File: src/hdl/temperature_current_anomaly_classifier_core_macros.svh
// Assertion macros shared by the classifier core.
`ifndef TEMPERATURE_CURRENT_ANOMALY_CLASSIFIER_CORE_MACROS_SVH
`define TEMPERATURE_CURRENT_ANOMALY_CLASSIFIER_CORE_MACROS_SVH

// The condition must imply the expression in the same cycle.
`define TCAC_ASSERT_SAME(label, cond, expr) \
    label: assert property (@(posedge clk) disable iff (!rst_n) (cond) |-> (expr)) \
        else $error("classifier check failed");

// The condition must imply the expression in the next cycle.
`define TCAC_ASSERT_NEXT(label, cond, expr) \
    label: assert property (@(posedge clk) disable iff (!rst_n) (cond) |=> (expr)) \
        else $error("classifier check failed");

`endif

File: src/hdl/tcac_pkg.sv
// Shared types and constants of the temperature and current anomaly classifier.
package tcac_pkg;

    localparam int TEMP_W      = 12;
    localparam int CUR_W       = 14;
    localparam int DEV_W       = 11;
    localparam int LEVEL_W     = 2;
    localparam int REASON_W    = 3;
    localparam int CFG_IDX_W   = 3;
    localparam int CFG_DATA_W  = 14;
    localparam int IN_TDATA_W  = 32;
    localparam int OUT_TDATA_W = 24;
    localparam int MIN_HELD    = 10;

    localparam logic signed [TEMP_W-1:0] TEMP_ERROR = -12'sd2032;

    localparam logic [CFG_IDX_W-1:0] CFG_TEMP_CRIT = 3'd0;
    localparam logic [CFG_IDX_W-1:0] CFG_TEMP_WARN = 3'd1;
    localparam logic [CFG_IDX_W-1:0] CFG_TEMP_DEV  = 3'd2;
    localparam logic [CFG_IDX_W-1:0] CFG_CUR_CRIT  = 3'd3;
    localparam logic [CFG_IDX_W-1:0] CFG_CUR_OVER  = 3'd4;

    localparam logic [LEVEL_W-1:0] LEVEL_OK   = 2'd0;
    localparam logic [LEVEL_W-1:0] LEVEL_WARN = 2'd1;
    localparam logic [LEVEL_W-1:0] LEVEL_CRIT = 2'd2;

    localparam logic [REASON_W-1:0] REASON_NONE      = 3'd0;
    localparam logic [REASON_W-1:0] REASON_TEMP_CRIT = 3'd1;
    localparam logic [REASON_W-1:0] REASON_TEMP_WARN = 3'd2;
    localparam logic [REASON_W-1:0] REASON_TEMP_DEV  = 3'd3;
    localparam logic [REASON_W-1:0] REASON_CUR_CRIT  = 3'd4;
    localparam logic [REASON_W-1:0] REASON_CUR_OVER  = 3'd5;

    typedef struct packed {
        logic signed [TEMP_W-1:0] temp_crit;
        logic signed [TEMP_W-1:0] temp_warn;
        logic [DEV_W-1:0]         temp_dev;
        logic [CUR_W-1:0]         cur_crit;
        logic [CUR_W-1:0]         cur_over;
    } cfg_t;

    typedef struct packed {
        logic signed [TEMP_W-1:0] temp;
        logic                     temp_ok;
        logic                     temp_crit;
        logic                     temp_warn;
        logic                     cur_crit;
        logic                     cur_over;
    } pre_t;

    typedef struct packed {
        logic idle;
        logic updating;
        logic dividing;
        logic rounding;
        logic finishing;
    } back_stat_t;

endpackage

File: src/hdl/tcac_front.sv
// Front end: takes input transfers and runs the checks that need only the limits.
module tcac_front (
    input  logic                            s_axis_tvalid,
    output logic                            s_axis_tready,
    input  logic [tcac_pkg::IN_TDATA_W-1:0] s_axis_tdata,
    input  tcac_pkg::cfg_t                  cfg,
    input  logic                            fifo_full,
    output logic                            fifo_push,
    output tcac_pkg::pre_t                  fifo_wdata
);
    import tcac_pkg::*;

    logic signed [TEMP_W-1:0] temp;
    logic [CUR_W-1:0]         cur;

    assign temp = s_axis_tdata[TEMP_W-1:0];
    assign cur  = s_axis_tdata[TEMP_W +: CUR_W];

    assign s_axis_tready = !fifo_full;
    assign fifo_push     = s_axis_tvalid && !fifo_full;

    always_comb
    begin
        fifo_wdata.temp      = temp;
        fifo_wdata.temp_ok   = (temp > $signed(12'sd0)) && (temp != TEMP_ERROR);
        fifo_wdata.temp_crit = temp > $signed(cfg.temp_crit);
        fifo_wdata.temp_warn = temp > $signed(cfg.temp_warn);
        fifo_wdata.cur_crit  = cur > cfg.cur_crit;
        fifo_wdata.cur_over  = cur > cfg.cur_over;
    end

endmodule

File: src/hdl/tcac_fifo.sv
// Two-entry queue between the front end and the back end.
module tcac_fifo (
    input  logic           clk,
    input  logic           rst_n,
    input  logic           push,
    input  tcac_pkg::pre_t wdata,
    output logic           full,
    input  logic           pop,
    output tcac_pkg::pre_t rdata,
    output logic           empty
);
    import tcac_pkg::*;

    pre_t       store [2];
    logic       wr_ptr_reg;
    logic       rd_ptr_reg;
    logic [1:0] cnt_reg;

    assign full  = cnt_reg == 2'd2;
    assign empty = cnt_reg == 2'd0;
    assign rdata = store[rd_ptr_reg];

    always_ff @(posedge clk or negedge rst_n)
    begin
        if (!rst_n)
        begin
            wr_ptr_reg <= 1'b0;
            rd_ptr_reg <= 1'b0;
            cnt_reg    <= 2'd0;
        end
        else
        begin
            if (push)
            begin
                wr_ptr_reg <= !wr_ptr_reg;
            end
            if (pop)
            begin
                rd_ptr_reg <= !rd_ptr_reg;
            end
            if (push && !pop)
            begin
                cnt_reg <= cnt_reg + 2'd1;
            end
            else if (pop && !push)
            begin
                cnt_reg <= cnt_reg - 2'd1;
            end
        end
    end

    always_ff @(posedge clk)
    begin
        if (push)
        begin
            store[wr_ptr_reg] <= wdata;
        end
    end

endmodule

File: src/hdl/tcac_back.sv
// Back end: window ring, running total, serial divider, final classification.
module tcac_back #(
    parameter int WINDOW = 60
) (
    input  logic                             clk,
    input  logic                             rst_n,
    input  logic                             fifo_empty,
    input  tcac_pkg::pre_t                   fifo_rdata,
    output logic                             fifo_pop,
    input  tcac_pkg::cfg_t                   cfg,
    output tcac_pkg::back_stat_t             stat,
    output logic                             m_axis_tvalid,
    input  logic                             m_axis_tready,
    output logic [tcac_pkg::OUT_TDATA_W-1:0] m_axis_tdata
);
    import tcac_pkg::*;

    localparam int SLOT_W  = $clog2(WINDOW);
    localparam int CNT_W   = $clog2(WINDOW + 1);
    localparam int TOTAL_W = TEMP_W + SLOT_W;
    localparam int ITER_W  = $clog2(TOTAL_W + 1);

    typedef enum logic [5:0] {
        ST_IDLE   = 6'b000001,
        ST_UPDATE = 6'b000010,
        ST_SETUP  = 6'b000100,
        ST_DIV    = 6'b001000,
        ST_ROUND  = 6'b010000,
        ST_FINISH = 6'b100000
    } back_state_t;

    back_state_t state_reg;
    back_state_t state_next;

    logic [TEMP_W-1:0]        ring [WINDOW];
    logic [WINDOW-1:0]        vld_reg;
    logic [TEMP_W-1:0]        rd_reg;
    logic                     old_vld_reg;
    pre_t                     item_reg;
    logic [SLOT_W-1:0]        slot_reg;
    logic [CNT_W-1:0]         fill_reg;
    logic signed [TOTAL_W-1:0] total_reg;
    logic [TOTAL_W-1:0]       quo_reg;
    logic [CNT_W-1:0]         rem_reg;
    logic                     neg_reg;
    logic [ITER_W-1:0]        iter_reg;
    logic signed [TEMP_W-1:0] avg_reg;
    logic                     out_valid_reg;
    logic [OUT_TDATA_W-1:0]   out_data_reg;

    logic signed [TEMP_W-1:0]  old_val;
    logic signed [TOTAL_W-1:0] old_ext;
    logic signed [TOTAL_W-1:0] temp_ext;
    logic [CNT_W:0]            rem_sh;
    logic                      rem_ge;
    logic [CNT_W:0]            rem_sub;
    logic [TEMP_W-1:0]         q_low;
    logic signed [TEMP_W+1:0]  dev_sum;
    logic signed [TEMP_W+1:0]  temp_wide;
    logic                      dev_hit;
    logic [LEVEL_W-1:0]        level;
    logic [REASON_W-1:0]       reason;
    logic                      alert;
    logic                      out_load;

    assign fifo_pop = (state_reg == ST_IDLE) && !fifo_empty;
    assign out_load = (state_reg == ST_FINISH) && (!out_valid_reg || m_axis_tready);

    assign stat.idle      = state_reg == ST_IDLE;
    assign stat.updating  = state_reg == ST_UPDATE;
    assign stat.dividing  = state_reg == ST_DIV;
    assign stat.rounding  = state_reg == ST_ROUND;
    assign stat.finishing = state_reg == ST_FINISH;

    assign m_axis_tvalid = out_valid_reg;
    assign m_axis_tdata  = out_data_reg;

    assign old_val  = old_vld_reg ? $signed(rd_reg) : '0;
    assign old_ext  = TOTAL_W'(old_val);
    assign temp_ext = TOTAL_W'(item_reg.temp);

    assign rem_sh  = {rem_reg, quo_reg[TOTAL_W-1]};
    assign rem_ge  = rem_sh >= {1'b0, fill_reg};
    assign rem_sub = rem_sh - {1'b0, fill_reg};

    assign q_low = quo_reg[TEMP_W-1:0] + TEMP_W'(neg_reg && (rem_reg != '0));

    assign dev_sum   = (TEMP_W+2)'(avg_reg) + $signed({3'b000, cfg.temp_dev});
    assign temp_wide = (TEMP_W+2)'(item_reg.temp);
    assign dev_hit   = (fill_reg >= CNT_W'(MIN_HELD)) && (temp_wide > dev_sum);

    always_comb
    begin
        level  = LEVEL_OK;
        reason = REASON_NONE;
        if (item_reg.temp_ok)
        begin
            if (item_reg.temp_crit)
            begin
                level  = LEVEL_CRIT;
                reason = REASON_TEMP_CRIT;
            end
            else if (item_reg.temp_warn)
            begin
                level  = LEVEL_WARN;
                reason = REASON_TEMP_WARN;
            end
            else if (dev_hit)
            begin
                level  = LEVEL_WARN;
                reason = REASON_TEMP_DEV;
            end
        end
        if (item_reg.cur_crit)
        begin
            level  = LEVEL_CRIT;
            reason = REASON_CUR_CRIT;
        end
        else if (item_reg.cur_over)
        begin
            if (level == LEVEL_OK)
            begin
                level = LEVEL_WARN;
            end
            reason = REASON_CUR_OVER;
        end
        alert = reason != REASON_NONE;
    end

    always_comb
    begin
        state_next = state_reg;
        case (state_reg)
            ST_IDLE:
            begin
                if (!fifo_empty)
                begin
                    state_next = ST_UPDATE;
                end
            end
            ST_UPDATE: state_next = ST_SETUP;
            ST_SETUP:  state_next = ST_DIV;
            ST_DIV:
            begin
                if (iter_reg == ITER_W'(1))
                begin
                    state_next = ST_ROUND;
                end
            end
            ST_ROUND:  state_next = ST_FINISH;
            ST_FINISH:
            begin
                if (out_load)
                begin
                    state_next = ST_IDLE;
                end
            end
            default:   state_next = ST_IDLE;
        endcase
    end

    always_ff @(posedge clk or negedge rst_n)
    begin
        if (!rst_n)
        begin
            state_reg     <= ST_IDLE;
            vld_reg       <= '0;
            old_vld_reg   <= 1'b0;
            slot_reg      <= '0;
            fill_reg      <= '0;
            total_reg     <= '0;
            out_valid_reg <= 1'b0;
        end
        else
        begin
            state_reg <= state_next;
            if (fifo_pop)
            begin
                old_vld_reg <= vld_reg[slot_reg];
            end
            if (state_reg == ST_UPDATE)
            begin
                vld_reg[slot_reg] <= 1'b1;
                total_reg         <= total_reg - old_ext + temp_ext;
                slot_reg          <= (slot_reg == SLOT_W'(WINDOW - 1)) ? '0 : slot_reg + 1'b1;
                if (fill_reg < CNT_W'(WINDOW))
                begin
                    fill_reg <= fill_reg + 1'b1;
                end
            end
            if (out_load)
            begin
                out_valid_reg <= 1'b1;
            end
            else if (m_axis_tready)
            begin
                out_valid_reg <= 1'b0;
            end
        end
    end

    always_ff @(posedge clk)
    begin
        if (state_reg == ST_UPDATE)
        begin
            ring[slot_reg] <= item_reg.temp;
        end
        if (fifo_pop)
        begin
            rd_reg   <= ring[slot_reg];
            item_reg <= fifo_rdata;
        end
    end

    always_ff @(posedge clk)
    begin
        case (state_reg)
            ST_SETUP:
            begin
                neg_reg  <= total_reg[TOTAL_W-1];
                quo_reg  <= total_reg[TOTAL_W-1] ? TOTAL_W'(-total_reg) : total_reg;
                rem_reg  <= '0;
                iter_reg <= ITER_W'(TOTAL_W);
            end
            ST_DIV:
            begin
                quo_reg  <= {quo_reg[TOTAL_W-2:0], rem_ge};
                rem_reg  <= rem_ge ? rem_sub[CNT_W-1:0] : rem_sh[CNT_W-1:0];
                iter_reg <= iter_reg - 1'b1;
            end
            ST_ROUND:
            begin
                avg_reg <= neg_reg ? -$signed(q_low) : $signed(q_low);
            end
            ST_FINISH:
            begin
                if (out_load)
                begin
                    out_data_reg <= OUT_TDATA_W'({avg_reg, reason, alert, level});
                end
            end
            default:
            begin
            end
        endcase
    end

endmodule

File: src/hdl/temperature_current_anomaly_classifier_core.sv
// Flow: an item leaves the queue and passes the back-end states update, setup, divide,
// round and finish, and waits in finish for the output register to drain if needed.
// The back end takes no new item until the last one is through, paced by the bit-serial
// divider that forms the moving average; a two-entry queue takes inputs meanwhile.
// Reset: limits return to their defaults, the ring valid bits clear so every slot
// reads as zero, and fill count, write slot and running total clear; no clearing pass.
`include "temperature_current_anomaly_classifier_core_macros.svh"

module temperature_current_anomaly_classifier_core #(
    parameter int WINDOW = 60
) (
    input  logic                             clk,
    input  logic                             rst_n,
    input  logic                             s_axis_tvalid,
    output logic                             s_axis_tready,
    // temp_sample [11:0], current_sample [25:12], zero pad [31:26]
    input  logic [tcac_pkg::IN_TDATA_W-1:0]  s_axis_tdata,
    output logic                             m_axis_tvalid,
    input  logic                             m_axis_tready,
    // level [1:0], alert [2], reason [5:3], temp_average [17:6], zero pad [23:18]
    output logic [tcac_pkg::OUT_TDATA_W-1:0] m_axis_tdata,
    input  logic                             cfg_valid,
    output logic                             cfg_ready,
    input  logic [tcac_pkg::CFG_IDX_W-1:0]   cfg_index,
    input  logic [tcac_pkg::CFG_DATA_W-1:0]  cfg_data
);
    import tcac_pkg::*;

    cfg_t       cfg_reg;
    pre_t       push_data;
    pre_t       pop_data;
    logic       fifo_push;
    logic       fifo_pop;
    logic       fifo_full;
    logic       fifo_empty;
    back_stat_t back_stat;

    assign cfg_ready = 1'b1;

    always_ff @(posedge clk or negedge rst_n)
    begin
        if (!rst_n)
        begin
            cfg_reg.temp_crit <= 12'sd1280;
            cfg_reg.temp_warn <= 12'sd960;
            cfg_reg.temp_dev  <= 11'd160;
            cfg_reg.cur_crit  <= 14'd4500;
            cfg_reg.cur_over  <= 14'd3600;
        end
        else if (cfg_valid)
        begin
            case (cfg_index)
                CFG_TEMP_CRIT: cfg_reg.temp_crit <= cfg_data[TEMP_W-1:0];
                CFG_TEMP_WARN: cfg_reg.temp_warn <= cfg_data[TEMP_W-1:0];
                CFG_TEMP_DEV:  cfg_reg.temp_dev  <= cfg_data[DEV_W-1:0];
                CFG_CUR_CRIT:  cfg_reg.cur_crit  <= cfg_data[CUR_W-1:0];
                CFG_CUR_OVER:  cfg_reg.cur_over  <= cfg_data[CUR_W-1:0];
                default:
                begin
                end
            endcase
        end
    end

    tcac_front u_front (
        .s_axis_tvalid (s_axis_tvalid),
        .s_axis_tready (s_axis_tready),
        .s_axis_tdata  (s_axis_tdata),
        .cfg           (cfg_reg),
        .fifo_full     (fifo_full),
        .fifo_push     (fifo_push),
        .fifo_wdata    (push_data)
    );

    tcac_fifo u_fifo (
        .clk   (clk),
        .rst_n (rst_n),
        .push  (fifo_push),
        .wdata (push_data),
        .full  (fifo_full),
        .pop   (fifo_pop),
        .rdata (pop_data),
        .empty (fifo_empty)
    );

    tcac_back #(
        .WINDOW (WINDOW)
    ) u_back (
        .clk           (clk),
        .rst_n         (rst_n),
        .fifo_empty    (fifo_empty),
        .fifo_rdata    (pop_data),
        .fifo_pop      (fifo_pop),
        .cfg           (cfg_reg),
        .stat          (back_stat),
        .m_axis_tvalid (m_axis_tvalid),
        .m_axis_tready (m_axis_tready),
        .m_axis_tdata  (m_axis_tdata)
    );

    `TCAC_ASSERT_NEXT(a_pop_starts_update, fifo_pop, back_stat.updating)
    `TCAC_ASSERT_NEXT(a_div_stays_or_rounds, back_stat.dividing,
        back_stat.dividing || back_stat.rounding)
    `TCAC_ASSERT_NEXT(a_finish_returns_idle, back_stat.finishing && m_axis_tready, back_stat.idle)
    `TCAC_ASSERT_SAME(a_cur_crit_is_crit,
        m_axis_tvalid && (m_axis_tdata[5:3] == REASON_CUR_CRIT),
        m_axis_tdata[1:0] == LEVEL_CRIT)

endmodule
File: config.mk
export PLATFORM = sky130hd
export DESIGN_NAME = temperature_current_anomaly_classifier_core
export DESIGN_NICKNAME = d
export VERILOG_FILES = /design/src/hdl/tcac_pkg.sv /design/src/hdl/tcac_front.sv /design/src/hdl/tcac_fifo.sv /design/src/hdl/tcac_back.sv /design/src/hdl/temperature_current_anomaly_classifier_core.sv
export VERILOG_INCLUDE_DIRS = /design/src /design/src/hdl
export SDC_FILE = /design/constraint.sdc
export NUM_CORES = 1
export LEC_CHECK = 0
export BUFFER_PORTS_ARGS = -buffer_cell sky130_fd_sc_hd__buf_4
export CAP_MARGIN = 10
export CORE_ASPECT_RATIO = 0.6
export CORE_MARGIN = 1
export CORE_UTILIZATION = 45
export CTS_CLUSTER_DIAMETER = 80
export DETAILED_ROUTE_END_ITERATION = 6
export HOLD_SLACK_MARGIN = 0.1
export PLACE_DENSITY = 0.7
export SYNTH_ARGS = -nofsm -noshare
export SYNTH_HDL_FRONTEND = slang
export SYNTH_HIERARCHICAL = 1
export SYNTH_SLANG_ARGS = --single-unit
File: constraint.sdc
create_clock -name clk -period 3.8 [get_ports clk]
set_clock_uncertainty 0.1 [all_clocks]
set_input_delay 0.19 -clock clk [delete_from_list [all_inputs] [get_ports clk]]
set_output_delay 0.19 -clock clk [all_outputs]
set_load 0.02 [all_outputs]
## After elaboration in Yosys (flattened, before gate mapping)

Memories as Yosys holds them, arrays and structs flattened. A register that Yosys moved wholly into a read port is not among the register bits.
Cells that the tools add are included.

| cells by class | value |
|---|---|
| add/sub/neg operators | 12 |
| mux-type cells | 36 |
| equal/unequal tests | 17 |
| reductions and logical operators | 33 |
| bitwise operators | 1 |
| magnitude comparators | 11 |

Operators with widths:

| cell | count |
|---|---|
| bitwise OR 60 bit | 1 |
| one-hot mux 18 bit (2 select lines) | 1 |
| one-hot mux 6 bit (6 select lines) | 1 |
| 2-to-1 mux 6 bit | 5 |
| greater-than comparator 14 bit | 2 |
| greater-than comparator 12 bit | 2 |
| 2-to-1 mux 12 bit | 2 |
| adder 18 x 12 -> 18 bit | 1 |
| 2-to-1 mux 18 bit | 1 |
| negator 18 bit | 1 |
| subtractor 18 x 12 -> 18 bit | 1 |
| 2-to-1 mux 2 bit | 8 |
| 2-to-1 mux 3 bit | 5 |
| AND reduction 2 bit | 7 |
| adder 12 x 12 -> 13 bit | 1 |
| greater-than comparator 12 x 13 -> 1 bit | 1 |
| adder 12 x 1 -> 12 bit | 1 |
| adder 6 x 1 -> 6 bit (second input constant) | 2 |
| == test 6 bit (second input constant) | 2 |
| greater-than comparator 12 x 1 -> 1 bit (second input constant) | 1 |
| != test 12 bit (second input constant) | 1 |
| negator 12 bit | 1 |
| one-hot mux 6 bit (2 select lines) | 1 |
| one-hot mux 5 bit (2 select lines) | 1 |
| 33 further kinds | 60 |

| storage, ports and cells | value |
|---|---|
| bits in registers | 225 |
| RAM bits | 754 |
| input port bits | 54 |
| logic and storage cells | 134 |
| memories kept | 2 |
| output and inout bits | 27 |

Memories:

| memory | words | bits a word | rd ports | clocked after Yosys merged registers in | wr ports | line | source |
|---|---|---|---|---|---|---|---|
| u_back.ring | 60 | 12 | 1 | 1 | 1 | tcac_back.sv:35 | `logic [TEMP_W-1:0] ring [WINDOW];` |
| u_fifo.store | 2 | 17 | 1 | 1 | 1 | tcac_fifo.sv:14 | `pre_t store [2];` |

## Logic depth before layout (Yosys ltp)

| depth | value |
|---|---|
| depth after elaboration | 10 |
| depth in mapped cells | 18 |
| mapped depth without buffers | 18 |

## Cells and area by module

The synthesis kept the hierarchy.

Modules (own cells, without submodules):

| module | times used | cells each | area each (µm²) | seq. area each (µm²) |
|---|---|---|---|---|
| tcac_back | 1 | 2471 | 38511.9 | 26746.9 |
| temperature_current_anomaly_classifier_core | 1 | 139 | 2439.8 | 1597.8 |
| tcac_front | 1 | 194 | 1478.9 | 0.0 |
| tcac_fifo | 1 | 69 | 1463.9 | 1121.1 |

## Worst setup path after synthesis

OpenSTA, ideal clock, no wires.

| path | value |
|---|---|
| path kind | register to register |
| start | reg u_back/item_reg[16] (netlist name) |
| end | reg u_back.total_reg[17] |
| cell stages (with the launch flop) | 11 |
| setup slack | -0.291 ns |
| library setup time | 0.134 ns |
| arrival time | 3.857 ns |
| required time | 3.566 ns |
| clock period less this slack | 4.091 ns |
| buffers on the path | 0 |
| cells stage by stage | edfxtp_1 > inv_1 > fa_1 > inv_1 > ha_1 > and3_1 > a221o_1 > a211o_1 > a221oi_2 > mux2i_1 > xnor2_1 |

| on the way | value |
|---|---|
| word-level cells in the longest chain between the ends | 1 |

RTL lines:

| item | line | source |
|---|---|---|
| adder 18 x 12 -> 18 bit | tcac_back.sv:184 | `total_reg <= total_reg - old_ext + temp_ext;` |
| end signal: assignment | tcac_back.sv:184 |  |
| end: declaration | tcac_back.sv:42 | `logic signed [TOTAL_W-1:0] total_reg;` |

No other way between the ends.
A chain may end at the register's enable or synchronous reset.

## Final worst setup path

| path | value |
|---|---|
| start | reg u_back.avg_reg[0] |
| end | reg u_back.out_data_reg[2], in the netlist u_back/m_axis_tdata[2] (data pin) |

| on the way | value |
|---|---|
| word-level cells in the longest chain between the ends | 10 |

RTL lines:

| item | line | source |
|---|---|---|
| start: declaration | tcac_back.sv:47 | `logic signed [TEMP_W-1:0] avg_reg;` |
| start signal: assignment | tcac_back.sv:233 | `avg_reg <= neg_reg ? -$signed(q_low) : $signed(q_low);` |
| adder 12 x 12 -> 13 bit | tcac_back.sv:88 | `assign dev_sum = (TEMP_W+2)'(avg_reg) + $signed({3'b000, cfg.temp_dev});` |
| greater-than comparator 12 x 13 -> 1 bit | tcac_back.sv:90 | `assign dev_hit = (fill_reg >= CNT_W'(MIN_HELD)) && (temp_wide > dev_sum);` |
| logical AND 1 bit | tcac_back.sv:90 |  |
| 2-to-1 mux 2 bit | tcac_back.sv:108 | `else if (dev_hit)` |
| 2-to-1 mux 3 bit | tcac_back.sv:103 | `else if (item_reg.temp_warn)` |
| 2-to-1 mux 3 bit | tcac_back.sv:98 | `if (item_reg.temp_crit)` |
| 2-to-1 mux 3 bit | tcac_back.sv:96 | `if (item_reg.temp_ok)` |
| 2-to-1 mux 3 bit | tcac_back.sv:119 | `else if (item_reg.cur_over)` |
| 2-to-1 mux 3 bit | tcac_back.sv:114 | `if (item_reg.cur_crit)` |
| nonzero test 3 bit | tcac_back.sv:127 | `alert = reason != REASON_NONE;` |
| net u_back.alert | tcac_back.sv:63 | `logic alert;` |
| end signal: assignment | tcac_back.sv:239 | `out_data_reg <= OUT_TDATA_W'({avg_reg, reason, alert, level});` |
| end: declaration | tcac_back.sv:49 | `logic [OUT_TDATA_W-1:0] out_data_reg;` |

The timed path passes the listed nets, and every way through them passes these cells.

==> impl_metrics.csv <==
group,metric,value,unit
cts,clkSinkCount,1008,
timing,period_needed,3840,ps
drt,vias,26600,
cts,clock_path_buffers,3,
floorplanning,die_area,0.0988,mm2
worst_setup_path,slowest_delay,370,ps
timing,final_hold_viol_count,0,
layout,num-fill-cells,7712,
worst_setup_path,cp.depth,19,
worst_setup_path,end_kind,"flip-flop",
worst_setup_path,crit_path_top_delay_cell,"edfxtp_1",
cts,path_clk_slew,70,ps
outcome,status,"complete, but fails checks",
drt,avgRoutedWirePerCell,25.7,um
global_route,grt_pass1_wl,172000,um
yosys,syn_area,0.0439,mm2
pwr,power_density,788,mW/mm2
global_route,antenna_found_initial,11,
layout,seqCellArea,0.0295,mm2
cts,insertion_delay,720,ps
timing,post-route-period-util,101,%
layout,drive_gt1_share,22.8,%
min_path,hold_depth,2,
timing,rsz0062_at_grt,"true",
global_route,grt_pass1_vias,25600,
worst_setup_path,cp_top_family,"compound AO/OA/AOI/OAI gates",
min_path,hp-class,"in -> reg",
timing,slew_headroom,34.9,%
layout,n_antenna_cell,0,
timing,fmax,260,MHz
floorplanning,die_w,405,um
placement,post-place-cells,4295,
worst_setup_path,r2r_cells,19,
floorplanning,rows,88,
outcome,violations,"setup timing",
worst_setup_path,worstPathArrival,4200,ps
worst_setup_path,required,4160,ps
timing,tightest_slew,972,ps
worst_setup_path,cp-start-kind,"flip-flop",
drt,ant_nets,0,
global_route,grtUsageTotal,23.6,%
layout,final_cell_mix,"843 x edfxtp_1, 244 x buf_4, 159 x nor2_1, 149 x inv_1, 144 x dfrtp_1",
floorplanning,num_io_pins,81,
layout,largest_register_ffs,720,
worst_setup_path,cp_max_fo,3,
drt,totalWireLength,116000,um
flow_run,max-cap-violations,0,
floorplanning,start_util,45.5,%
drt,drt_iter0_drc,3780,
cts,htreeDepth,3,
yosys,ys_warn_count,6,
worst_setup_path,path_buf_inv,2,
layout,area_delta_synth_final,15.6,%
timing,setup_viol,2,
drt,routed_via_density,5.90,
global_route,grt-ovfl-total,0,
pwr,cellLeakagePower,18.6,nW
layout,stdcell_count,4511,
timing,fin_hold_ws,192,ps
floorplanning,fp.dieH,244,um
worst_setup_path,path_class,"reg -> reg",
worst_setup_path,crit_chain,"ha_2 > inv_2 > fa_2 > nor2b_2 > o21ai_2 > a21boi_2 > o21ai_2 > a211oi_2 > o21a_1 > o31ai_1 > ha_1 > nand2_2 > nor4_4 > o21ai_1 > a21oi_2 > buf_4 > nor4_4 > o41ai_2 > nand2b_1",
floorplanning,coreArea,0.0963,mm2
cts,cts_made_buffers,89,
layout,final_common_cell,"edfxtp_1",
timing,fin_ws,-40.7,ps
yosys,syn_area_per_cell,15.3,um2
cts,cts_tree,"done",
placement,gp_congestion,0.931,
cts,root_buffer,"clkbuf_16",
pwr,ir_worst_vdd,0.000555,V
drt,firstDrtPassIters,6,
drt,drc_errors,0,
layout,multi_input_area,0.0131,mm2
yosys,synth_cells,2871,
global_route,grt_max_degree,87,
layout,final_nets,3313,
placement,port_buffers,67,
timing,slew_viol_final,0,
placement,dp_hpwl,75800,um
[layer usage]
layer | part of all wire (%) | vias up | global-route usage, %
met5 | 0.057 | - | 0
met4 | 1.5 | 12 | 4.70
met3 | 14 | 167 | 8.76
met2 | 39 | 1557 | 30.2
met1 | 45 | 13400 | 37.6
li1 | - | 11500 | -
[report_power, final]
group          internal [mW]  switching (mW)  leakage, nW  total [mW]
clock                   5.39            4.23         1.51        9.61
combinational           5.74            9.59         7.36        15.3
sequential              14.3           0.730         9.68        15.0
total                   25.4            14.5         18.6        40.0
[path summary, 6_finish.rpt]
check	start	to	slack [ps]
max	u_back/avg_reg[0]$_DFFE_PP_	u_back/m_axis_tdata[2]$_DFFE_PP_	-40
min	s_axis_tdata[11]	u_fifo/store[0][16]$_DFFE_PP_	190
max reg2reg	u_back/avg_reg[0]$_DFFE_PP_	u_back/m_axis_tdata[2]$_DFFE_PP_	-40
min reg2reg	u_back/avg_reg[6]$_DFFE_PP_	u_back/m_axis_tdata[12]$_DFFE_PP_	360
max in group asynchronous	rst_n	u_back/vld_reg[11]$_DFFE_PN0P_	2460
min in group asynchronous	rst_n	u_back/vld_reg[33]$_DFFE_PN0P_	550
[what timing repair did]
| item | CTS | global route |
|---|---|---|
| resized for setup | 18 | 13 |
| pin swaps | 7 | 14 |
| hold buffers | 44 | 0 |
| endpoints found under the hold margin | 250 | 0 |
| endpoints found under the setup margin | 4 | 4 |
| buffers inserted | 2 | 3 |
[metrics by stage]
step / TNS, ps / instance area [um2] / utilization (%) / setup WS, ps / power (mW)
floorplan: 0 / 43900 / - / 3.76 / 24.5
global placement: -283 / 47000 / 48.8 / -107 / 29.6
detailed placement: -980 / 47000 / 48.8 / -296 / 29.9
CTS: -12.3 / 50600 / 52.6 / -12.3 / 39.6
global route: -722 / 50700 / 52.6 / -221 / 41.7
finish: -54.1 / 50700 / 52.6 / -40.7 / 40.0
[area by class of cell]
| cell class | count | area share [%] |
|---|---|---|
| repair buffers | 315 | 5.57 |
| multi-input cells | 1562 | 25.8 |
| clock inverters | 45 | 1.23 |
| inverters | 153 | 1.14 |
| well taps | 1305 | 3.22 |
| flip-flops and latches | 1008 | 58.1 |
| clock buffers | 123 | 4.88 |
Note: power is estimated with default switching activity, not from simulation.
